--- src/sv/moving_average_window_macros.svh ---
// Assertion macros shared by the RTL files of the moving average block.
// In synthesis the macros expand to nothing.
`ifndef MOVING_AVERAGE_WINDOW_MACROS_SVH
`define MOVING_AVERAGE_WINDOW_MACROS_SVH

`ifndef SYNTHESIS

`define MAVW_ASSERT_SAME(lbl, clk, rst_n, ante, cons) \
    lbl: assert property (@(posedge clk) disable iff (!(rst_n)) (ante) |-> (cons)) \
        else $error("moving average check failed");

`define MAVW_ASSERT_NEXT(lbl, clk, rst_n, ante, cons) \
    lbl: assert property (@(posedge clk) disable iff (!(rst_n)) (ante) |=> (cons)) \
        else $error("moving average check failed");

`else

`define MAVW_ASSERT_SAME(lbl, clk, rst_n, ante, cons)

`define MAVW_ASSERT_NEXT(lbl, clk, rst_n, ante, cons)

`endif

`endif

--- src/sv/mavw_pkg.sv ---
`timescale 1ns / 1ps

package mavw_pkg;

    localparam int SAMPLE_W = 32;
    localparam int SUM_W = 42;
    localparam int LEN_W = 11;
    localparam int DIV_STEPS = SUM_W;
    localparam int CNT_W = $clog2(DIV_STEPS);
    localparam logic [LEN_W-1:0] WINDOW_RESET = LEN_W'(20);

    typedef enum logic [5:0] {
        ST_IDLE   = 6'b000001,
        ST_READ   = 6'b000010,
        ST_UPDATE = 6'b000100,
        ST_PREP   = 6'b001000,
        ST_DIV    = 6'b010000,
        ST_OUT    = 6'b100000
    } state_t;

    typedef struct packed {
        logic capture;
        logic read;
        logic update;
        logic prep;
        logic div_step;
        logic load_out;
    } cmd_t;

    typedef struct packed {
        logic div_last;
    } status_t;

endpackage

--- src/sv/mavw_ctrl.sv ---
`timescale 1ns / 1ps
`include "moving_average_window_macros.svh"

module mavw_ctrl (
    input  logic                aclk,
    input  logic                aresetn,
    input  logic                s_tvalid,
    output logic                s_tready,
    output logic                m_tvalid,
    input  logic                m_tready,
    input  mavw_pkg::status_t   status,
    output mavw_pkg::cmd_t      cmd
);
    import mavw_pkg::*;

    state_t state_reg;
    state_t state_next;
    logic   out_valid_reg;
    logic   out_valid_next;
    logic   out_free;

    assign s_tready = (state_reg == ST_IDLE);
    assign m_tvalid = out_valid_reg;
    assign out_free = !out_valid_reg || m_tready;

    always_comb begin
        state_next = state_reg;
        cmd = '0;
        case (state_reg)
            ST_IDLE: begin
                if (s_tvalid) begin
                    cmd.capture = 1'b1;
                    state_next = ST_READ;
                end
            end
            ST_READ: begin
                cmd.read = 1'b1;
                state_next = ST_UPDATE;
            end
            ST_UPDATE: begin
                cmd.update = 1'b1;
                state_next = ST_PREP;
            end
            ST_PREP: begin
                cmd.prep = 1'b1;
                state_next = ST_DIV;
            end
            ST_DIV: begin
                cmd.div_step = 1'b1;
                if (status.div_last) begin
                    state_next = ST_OUT;
                end
            end
            ST_OUT: begin
                if (out_free) begin
                    cmd.load_out = 1'b1;
                    state_next = ST_IDLE;
                end
            end
            default: begin
                state_next = ST_IDLE;
            end
        endcase
    end

    always_comb begin
        out_valid_next = out_valid_reg;
        if (cmd.load_out) begin
            out_valid_next = 1'b1;
        end else if (m_tready) begin
            out_valid_next = 1'b0;
        end
    end

    always_ff @(posedge aclk) begin
        if (!aresetn) begin
            state_reg <= ST_IDLE;
            out_valid_reg <= 1'b0;
        end else begin
            state_reg <= state_next;
            out_valid_reg <= out_valid_next;
        end
    end

    `MAVW_ASSERT_NEXT(a_accept_starts_read, aclk, aresetn, s_tvalid && s_tready,
        state_reg == ST_READ)
    `MAVW_ASSERT_NEXT(a_div_ends_in_out, aclk, aresetn,
        state_reg == ST_DIV && status.div_last, state_reg == ST_OUT)
    `MAVW_ASSERT_SAME(a_no_overwrite, aclk, aresetn, cmd.load_out,
        !out_valid_reg || m_tready)
    `MAVW_ASSERT_NEXT(a_load_shows_beat, aclk, aresetn, cmd.load_out, m_tvalid)

endmodule

--- config.mk ---
export PLATFORM = sky130hd
export DESIGN_NAME = mavw_ctrl
export DESIGN_NICKNAME = d
export VERILOG_FILES = /design/src/sv/mavw_pkg.sv /design/src/sv/mavw_ctrl.sv
export VERILOG_INCLUDE_DIRS = /design/src /design/src/sv
export SDC_FILE = /design/constraint.sdc
export NUM_CORES = 1
export LEC_CHECK = 0
export BUFFER_PORTS_ARGS = -buffer_cell sky130_fd_sc_hd__buf_2
export CAP_MARGIN = 30
export CORE_AREA = 2 2 39 41
export CTS_CLUSTER_SIZE = 40
export DETAILED_ROUTE_END_ITERATION = 8
export DIE_AREA = 0 0 41 43
export HOLD_SLACK_MARGIN = 0.02
export PLACE_DENSITY = 0.64
export SLEW_MARGIN = 25
export SYNTH_ARGS = -nofsm -noshare
export SYNTH_HDL_FRONTEND = slang
export SYNTH_SLANG_ARGS = --single-unit
--- constraint.sdc ---
create_clock -name aclk -period 2 [get_ports aclk]
set_clock_uncertainty 0.15 [all_clocks]
set_input_delay 0.4 -clock aclk [delete_from_list [all_inputs] [get_ports aclk]]
set_output_delay 0.4 -clock aclk [all_outputs]
set_load 0.05 [all_outputs]
==> results by group, run 1 <==
Run status
  – Status: finished clean

Die
  – Starting density of the core: between 30% and 40%
  – Die height: roughly 43 um
  – Row count: 14
  – Die W: just over 40 um
  – Top Ports: 13
  – Die Area: about 1800 sq um
  – CORE AREA: around 1400 sq um

Min path
  – Worst hold path type: primary input to flop

Place
  – Routability Congestion: between 0.7 and 0.8
  – Hpwl dp: around 670 um
  – Placed cells: 77
  – PortBufs: 12

Logic synthesis
  – Post-synth EDFFs: 0
  – Synth async-reset ratio: 0%
  – Count of cell types in the netlist: 25
  – Sequential element share of the synthesized area: 32.2%
  – Post-synthesis simple-gate area fraction: 39.9%
  – Post-synthesis mux area share: 0%
  – Syn nets: 58
  – Post-synthesis cell area: 435 sq um
  – Post-synthesis xor/xnor area fraction: 2.01%
  – Post-synthesis register bit count: 7
  – Ys Warns: 0
  – Largest family of logic cells by synthesized area: simple AND/OR/NAND/NOR gates
  – Synth Area in Compound Gates: between 10% and 20%
  – Post-Synth Adder-Cell Area: 0%
  – Avg Synthesized Cell Area: slightly above 8 sq um
  – Syn Inst Count: 53
  – Ys flop type: dfxtp_1

Timing
  – Max Clk Rate: a little over 500 MHz
  – RSZ-0062 raised after global routing: true
  – Worst hold slack: about 0.25 ns
  – Crit share post-route: a little over nine tenths
  – Setup-failing EPs final: 0
  – Setup_tns: 0 ns
  – Period minus WS final: between 1.5 and 2 ns
  – Final Hold Vio Count: 0
  – Relative slew slack: about 75%
  – Final slew viol count: 0
  – Worst Max-Slew Pin Slew: 0.373 ns

Detailed routing
  – Via count: 440
  – First DRT Iteration DRCs: 5
  – Average wire per standard cell: 11.7 um
  – Pre-Repair DR Iteration Count: 4
  – Final ANT Viol Nets: 0
  – Drt via density: between 5 and 6
  – # DRC: 0
  – Total Wirelength: 984 um

Finish
  – Final instance count without filler cells: 84
  – Most frequent cells in the layout: inv_1, buf_2, buf_4, nand2_1
  – Area grow syn2layout: 30.2%
  – Layout cell share with drive strength beyond 1: between 40% and 50%
  – Flip-flop count of the largest register after layout: 6
  – # diodes: 0
  – Layout Nets: 74

Worst setup path
  – Reg-to-reg slack, setup: 0.41 ns
  – Critical-path top delay cell: dfxtp_4
  – Buffers & Inverters on Critical Path: 1
  – Crit Path Class: flop to primary output
  – CP Launch Type: flop
  – Worst path required time: 1.45 ns
  – Worst path max stage delay: around 0.37 ns
  – Critical path, cell by cell: nor4_4 -> nand3_2 -> nor2_2 -> buf_6
  – Critical path arrival: around 1.4 ns
  – Worst Path Max Fanout: 8
  – CP endpoint kind: primary output
  – Top delay family on crit path: simple AND/OR/NAND/NOR gates

Run
  – # Max-Cap Violations: 0

Power and ir drop
  – Worst vdd ir: ~0.36 mV
  – Power Total: between 0.3 and 0.4 mW
  – P_leak: around 0.27 nW
  – Power density over the cells: ~670 nW/um^2

Clocking
  – Clk_lat worst skew: about 0.26 ns
  – CTS tree: built
  – TritonCTS buffer count: 3
  – H-tree levels: 1
  – Bufs on Longest Clock Path: 2
  – CTS Sinks: 7
  – Hold buffers post-CTS: 0
  – Clock root buffer master: clkbuf_4
  – Reg clk slew, reported paths: approximately 0.060 ns

Global routing
  – First-pass GRT wire length: around 1.6 mm
  – Gr usage total: 14.2%
  – Initial antenna violation count: 0
  – Total grt overflow: 0
  – Vias in the first global route: between 400 and 500
  – Largest net degree at the start of global routing: 11
## worst min-delay path: stages
cell	delay, ns
buf_2	0.10
nand2_1	0.05
a21oi_1	0.06
## path summary, 6_finish.rpt
kind                        to          from  cells past startpoint
setup / recovery        cmd[5]  state_reg[4]                      4
hold / removal    state_reg[5]        status                      3
setup reg to reg  state_reg[3]  state_reg[4]                      5
hold reg to reg       m_tvalid      m_tvalid                      2
## per-layer routing
layer / up-vias / global-route usage (%) / part of all wire (%)
met5: - / 0 / 0
met4: 0 / 6.00 / 2.5
met3: 4 / 7.85 / 7.1
met2: 12 / 22.2 / 49
met1: 210 / 14.9 / 41
li1: 214 / - / -
## cells in the mapped netlist (2+ instances only)
master | number | area, sq um
a21oi_1 | 4 | 20.0
buf_6 | 3 | 33.8
nor4b_1 | 2 | 17.5
and3_1 | 3 | 18.8
nor3_1 | 3 | 15.0
nand2_1 | 5 | 18.8
inv_1 | 6 | 22.5
nor2_1 | 4 | 15.0
dfxtp_1 | 7 | 140
## report_power, final
part	switching (mW)	total (mW)	internal (mW)
combinational	0.0500	0.0888	0.0388
clock	0.0575	0.134	0.0765
sequential	0.0114	0.154	0.143
## through the flow
stage          setup slack, ns  utilization, %  area (sq um)
2_1_floorplan            0.132               -           438
3_3_place_gp             0.158            34.4           477
3_5_place_dp             0.110            34.4           477
4_1_cts                0.00209            39.2           543
5_1_grt                -0.0386            41.0           567
6_report                0.0484            41.0           567
## final cells by class
cell class / instances / area, sq um
fillers: 151 / 817
multi-input cells: 36 / 245
flip-flops and latches: 7 / 148
repair buffers: 15 / 105
clock buffers: 4 / 26.3
inverters: 6 / 22.5
well taps: 16 / 20.0
## kinds of logic (layout without fill, tap and decap cells)
group | Yosys count | after routing
AND/OR/NAND/NOR | 27 | 27
buffers and inverters | 10 | 25
AO/OA/AOI/OAI | 8 | 8
flip-flops | 7 | 7
XOR/XNOR | 1 | 1
## timing repair
| item | 4_1_cts | 5_1_grt |
|---|---|---|
| setup endpoints to repair | 5 | 6 |
| gates resized for setup | 8 | 7 |
| pin swaps | 1 | 2 |
| setup buffers | 2 | 1 |
No activity file was read; power rests on OpenSTA's default activity.
==> inputs of run 2 (changes only) <==
GPL_TIMING_DRIVEN = 1   (was unset)
SETUP_SLACK_MARGIN = 0.4   (was unset)
==> run 2 against run 1 <==
Global-route usage grew 0.89 points. Non-clock buffer count rose by 10. First-iteration DRC count rose to 3.4 times the previous value. Combinational power increased by 51%. Core utilization rose by 17 points. Final cell count rose by 12%. Setup slack lost 0.048 ns. Via count increased by 11%. Count of clock-buffer cells in the layout stayed put. Sequential power shrank 3%. Clock power down 4%. Critical path type unchanged. Critical endpoint is now cmd[0].
==> results by group, run 2 (synthesized netlist as in run 1, its figures left out) <==
Run status
  – Status: finished clean

Detailed routing
  – Final ANT Viol Nets: 0
  – First DRT Iteration DRCs: 17
  – Via count: between 400 and 500
  – Average wire per standard cell: between 10 and 15 um
  – Drt via density: 5.21
  – Total Wirelength: approximately 1.3 mm
  – # DRC: 0
  – Pre-Repair DR Iteration Count: 4

Clocking
  – CTS tree: built
  – Bufs on Longest Clock Path: 2
  – Reg clk slew, reported paths: approximately 0.060 ns
  – H-tree levels: 1
  – Clk_lat worst skew: roughly 0.25 ns
  – Clock root buffer master: clkbuf_4
  – CTS Sinks: 7
  – TritonCTS buffer count: 3
  – Hold buffers post-CTS: 0

Power and ir drop
  – Power density over the cells: roughly 500 nW/um^2
  – Power Total: roughly 0.41 mW
  – P_leak: between 0.3 and 0.4 nW
  – Worst vdd ir: about 0.35 mV

Finish
  – Flip-flop count of the largest register after layout: 6
  – Layout cell share with drive strength beyond 1: 67.9%
  – # diodes: 0
  – Layout Nets: 84
  – Most frequent cells in the layout: buf_6, buf_4, nand2_1, buf_2, buf_8
  – Area grow syn2layout: 85.3%
  – Commonest non-fill, non-tap cell in the layout: buf_6
  – Post-route cell area: 807 sq um

Place
  – PortBufs: 12
  – Area after DPL: 507 sq um
  – Pre-CTS WS: 0.138 ns
  – Hpwl dp: 702 um
  – Routability Congestion: 0.778

Timing
  – Setup-failing EPs final: 0
  – Final slew viol count: 0
  – RSZ-0062 raised after global routing: true
  – Period minus WS final: approximately 2 ns
  – Final Hold Vio Count: 0
  – Crit share post-route: 100%
  – Final worst slack: approximately 0.00025 ns
  – Worst Max-Slew Pin Slew: between 0.5 and 0.6 ns
  – Max Clk Rate: approximately 500 MHz
  – Relative slew slack: about two thirds

Die
  – Die Area: about 1800 sq um
  – CORE AREA: between 1000 and 1500 sq um
  – Die W: around 41 um
  – Starting density of the core: between 30% and 40%
  – Die height: 43 um
  – Row count: 14
  – Top Ports: 13

Worst setup path
  – Crit Path Class: flop to primary output
  – Critical path arrival: about 1.5 ns
  – CP Launch Type: flop
  – CP endpoint kind: primary output
  – Worst Path Max Fanout: 3
  – Worst path required time: roughly 1.5 ns

Global routing
  – M3 GR Usage: about 1.6%
  – Vias in the first global route: 429
  – GR peak layer: met2
  – Met2 usage: a little under a quarter
  – Total grt overflow: 0
  – GRT met1 Usage: between 15 and 20%
  – First-pass GRT wire length: approximately 1.8 mm
  – Largest net degree at the start of global routing: 10
  – Initial antenna violation count: 0
  – Gr usage total: approximately 15%

Min path
  – Worst hold path type: primary input to flop

Run
  – # Max-Cap Violations: 0
==> run 2: path summary, 6_finish.rpt <==
path,from,endpoint,slack (ns),cells past startpoint
hold reg to reg,m_tvalid,m_tvalid,0.37,2
setup reg to reg,state_reg[2],state_reg[4],0.31,10
setup / recovery,state_reg[1],cmd[0],0.0002,4
hold / removal,status,state_reg[5],0.26,3
==> run 2: repair_timing <==
action / in CTS / in global routing
endpoints found under the hold margin: 0 / 0
cloned: 0 / 0
resized for setup: 31 / 17
pin swaps: 6 / 7
endpoints found under the setup margin: 7 / 11
buffers inserted: 9 / 3
==> run 2: layout make-up <==
cell class / instances / area [sq um]
Clock buffer: 4 / 26.3
Fill cell: 113 / 577
Inverter: 6 / 30.0
Multi-Input combinational cell: 36 / 328
Sequential cell: 7 / 156
Tap cell: 16 / 20.0
Timing Repair Buffer: 25 / 246
==> run 2: where the power goes <==
| group | internal, mW | leakage [nW] | total, mW | switching (mW) |
|---|---|---|---|---|
| Sequential | 0.143 | 0.0605 | 0.149 | 0.00606 |
| Clock | 0.0762 | 0.0150 | 0.129 | 0.0532 |
| Combinational | 0.0611 | 0.260 | 0.134 | 0.0728 |
==> run 2: per-stage QoR <==
step | setup TNS [ns] | hold slack [ns] | std cells | util (%)
4_1_cts | -0.0176 | 0.261 | 91 | 50.9
3_3_place_gp | 0 | 0.341 | 78 | 36.6
6_report | 0 | 0.264 | 94 | 58.3
2_1_floorplan | 0 | 0.390 | 53 | -
5_1_grt | -0.0883 | 0.274 | 94 | 58.3
3_5_place_dp | 0 | 0.339 | 78 | 36.6
==> run 2: worst max-delay path, cell delays in order (launching register included) <==
cell and delay [ns]:
dfxtp_4 0.36, nor4_4 0.35, buf_4 0.18, and3_4 0.18, buf_8 0.14
==> run 2: per-layer routing <==
| layer | part of all wire (%) | vias to the layer above |
|---|---|---|
| met1 | 44 | 230 |
| li1 | - | 238 |
| met3 | 4.5 | 2 |
| met4 | 1.5 | 0 |
| met5 | 0 | - |
| met2 | 50 | 20 |
==> inputs of run 3 (changes only) <==
ABC_AREA = 1   (was unset)
PLACE_DENSITY = 0.6   (was 0.64)
==> run 3 against run 2 <==
Global-route usage is 3.0 points lower. Largest power group unchanged. Combinational power is 25% lower. Hold slack better by 0.014 ns. Design area is 16% lower. First-iteration DRC count is 100% lower. Via count is 12% lower. Core utilization is 9.6 points lower. Synthesized area is 11% lower. Fmax is 14% higher. Routed wire length is 25% lower. Synthesized cell count is 5.7% higher. Setup slack better by 0.24 ns.
==> results by group, run 3 <==
Run status
  – Status: finished clean

Detailed routing
  – Drt via density: between 4 and 5
  – Via count: 433
  – # DRC: 0
  – Final ANT Viol Nets: 0
  – Average wire per standard cell: 9.86 um
  – Total Wirelength: ~970 um
  – Pre-Repair DR Iteration Count: 1
  – First DRT Iteration DRCs: 0

Worst setup path
  – FF-to-FF End: state_reg[0]
  – Reg2reg start: state_reg[2]
  – Critical path, cell by cell: nor2_4 -> buf_4 -> nand3_2 -> inv_2 -> buf_8
  – CP Capture Point: cmd[3]
  – Reg2reg path depth: 11
  – Crit Path Class: flop to primary output
  – Critical-path top delay cell: dfxtp_2
  – Reg-to-reg slack, setup: around 0.48 ns
  – Buffers & Inverters on Critical Path: 3
  – Worst path max stage delay: about 0.35 ns
  – Top delay family on crit path: buffers and inverters
  – Crit path from: state_reg[4]
  – CP Launch Type: flop
  – CP endpoint kind: primary output
  – Crit path depth: 5
  – Critical path arrival: between 1 and 1.5 ns
  – Worst path required time: between 1 and 1.5 ns
  – Worst Path Max Fanout: 5

Timing
  – Final Hold Vio Count: 0
  – Setup_tns: 0 ns
  – Setup-failing EPs final: 0
  – Period minus WS final: around 1.8 ns
  – Final slew viol count: 0
  – RSZ-0062 raised after global routing: true
  – Relative slew slack: ~84%
  – Crit share post-route: 88.0%
  – Worst Max-Slew Pin Slew: around 0.25 ns
  – Max Clk Rate: ~570 MHz

Logic synthesis
  – Post-synthesis cell area: 387 sq um
  – Syn Inst Count: between 50 and 60
  – Synth area leaders: dfxtp_1, nor2_1, inv_1
  – Syn nets: 61
  – Post-synth EDFFs: 0
  – Ys Warns: 0
  – Most common library cells after synthesis: nor2_1, inv_1, dfxtp_1
  – Post-synth top area cell: dfxtp_1
  – Post-synthesis register bit count: 7
  – Synth async-reset ratio: 0%
  – Post-synth top area share: ~36%
  – Avg Synthesized Cell Area: around 6.9 sq um
  – Ys flop type: dfxtp_1
  – Count leader, synth: nor2_1
  – Sequential element share of the synthesized area: a little over a third
  – Count of cell types in the netlist: 16

Die
  – Top Ports: 13
  – Die W: a little over 40 um
  – Die height: approximately 43 um
  – Row count: 14
  – Starting density of the core: ~28%
  – Die Area: 1760 sq um
  – CORE AREA: approximately 1400 sq um

Clocking
  – Bufs on Longest Clock Path: 2
  – Clock root buffer master: clkbuf_4
  – CTS Sinks: 7
  – H-tree levels: 1
  – Hold buffers post-CTS: 0
  – TritonCTS buffer count: 3
  – CTS tree: built
  – Reg clk slew, reported paths: ~0.060 ns
  – Clk_lat worst skew: between 0.2 and 0.3 ns

Min path
  – Worst hold path type: primary input to flop

Place
  – Hpwl dp: between 600 and 700 um
  – Placed cells: a little over 80
  – Routability Congestion: roughly 0.76
  – PortBufs: 12

Global routing
  – Total grt overflow: 0
  – Vias in the first global route: 320
  – First-pass GRT wire length: ~1.3 mm
  – Initial antenna violation count: 0
  – Largest net degree at the start of global routing: 8
  – Gr usage total: 12.1%

Finish
  – Final instance count without filler cells: a little under 100
  – # diodes: 0
  – Flip-flop count of the largest register after layout: 6
  – Layout cell share with drive strength beyond 1: between 60% and 70%
  – Area grow syn2layout: 74.4%
  – Commonest non-fill, non-tap cell in the layout: buf_4
  – Layout Nets: between 80 and 90
  – Most frequent cells in the layout: buf_4, inv_1, nor2_1, dfxtp_2

Power and ir drop
  – Net Sw Frac: approximately a third
  – P_leak: 0.329 nW
  – Power Total: approximately 0.39 mW
  – Design internal power: about 0.26 mW
  – Sw power: about 0.13 mW
  – Combinational fraction of design power: 26.2%
  – Power density over the cells: between 500 and 600 nW/um^2
  – Worst vdd ir: slightly below 0.4 mV
  – Reg power frac: around 39%
  – Clock network fraction of design power: 34.8%

Run
  – # Max-Cap Violations: 0
[run 3: changes by cell type after synthesis, moves of 3 or more]
cell	change
nor2_1	+8
inv_1	+5
nand4_1	+4
and3_1	-3
buf_6	-3
nor2_4	+3
[run 3: how the worst min path moves through the flow]
| stage | start | endpoint | slack, ns | cells after the start |
|---|---|---|---|---|
| after CTS | status | state_reg[5] | 0.28 | 3 |
| after global placement | m_tvalid | m_tvalid | 0.41 | 4 |
| after detailed placement | m_tvalid | m_tvalid | 0.42 | 4 |
| after floorplan | state_reg[1] | state_reg[2] | 0.39 | 2 |
| after global routing | status | state_reg[4] | 0.30 | 4 |
| final | status | state_reg[5] | 0.28 | 3 |
[run 3: per-layer routing]
layer  part of all wire [%]  track usage (%)  vias up
met2                     44             15.0       16
li1                       -                -      229
met5                      0                0        -
met1                     46             15.5      186
met3                    6.8             4.71        2
met4                    2.7             10.0        0
[run 3: per-stage QoR]
stage               util, %  hold WS, ns  instance area, sq um  setup slack (ns)
finish                 48.7        0.278                   674             0.240
global placement       33.8        0.412                   468             0.361
detailed placement     33.8        0.424                   468             0.351
CTS                    41.4        0.279                   573             0.203
floorplan                 -        0.390                   395             0.465
global route           48.7        0.301                   674             0.142
[run 3: final cells by class]
cell class	instances	area [sq um]
fillers	144	709
well taps	16	20.0
multi-input cells	36	235
repair buffers	23	198
clock buffers	4	26.3
flip-flops and latches	7	149
inverters	12	46.3
[run 3: logic make-up (layout without fill, tap and decap cells)]
logic type / Yosys count / in the layout / synth area share (%)
AND/OR/NAND/NOR: 31 / 31 / 43.0
buffers and inverters: 13 / 39 / 13.9
flip-flops: 7 / 7 / 36.2
AO/OA/AOI/OAI: 5 / 5 / 6.79
[run 3: power groups by stage]
| stage | clock [mW] | sequential (mW) | combinational (mW) |
|---|---|---|---|
| CTS | 0.137 | 0.150 | 0.0908 |
| floorplan | 0 | 0.152 | 0.0624 |
| global route | 0.149 | 0.151 | 0.109 |
| finish | 0.135 | 0.150 | 0.101 |
| detailed placement | 0 | 0.152 | 0.0777 |
| global placement | 0 | 0.152 | 0.0775 |
[run 3: worst reg2reg max path, stage by stage (launching register included)]
cell and delay, ns:
dfxtp_2 0.33, nor2_4 0.18, buf_6 0.13, nand2_4 0.04, nor2_4 0.10, buf_4 0.11, buf_4 0.10, nand2_2 0.05
nand2_1 0.07, nor2_1 0.04, nand2_1 0.05, nand2_1 0.04
[run 3: timing repair]
item,4_1_cts,5_1_grt
endpoints found under the hold margin,0,0
pin swaps,5,9
setup buffers,3,8
resized for setup,19,15
setup endpoints to repair,7,7
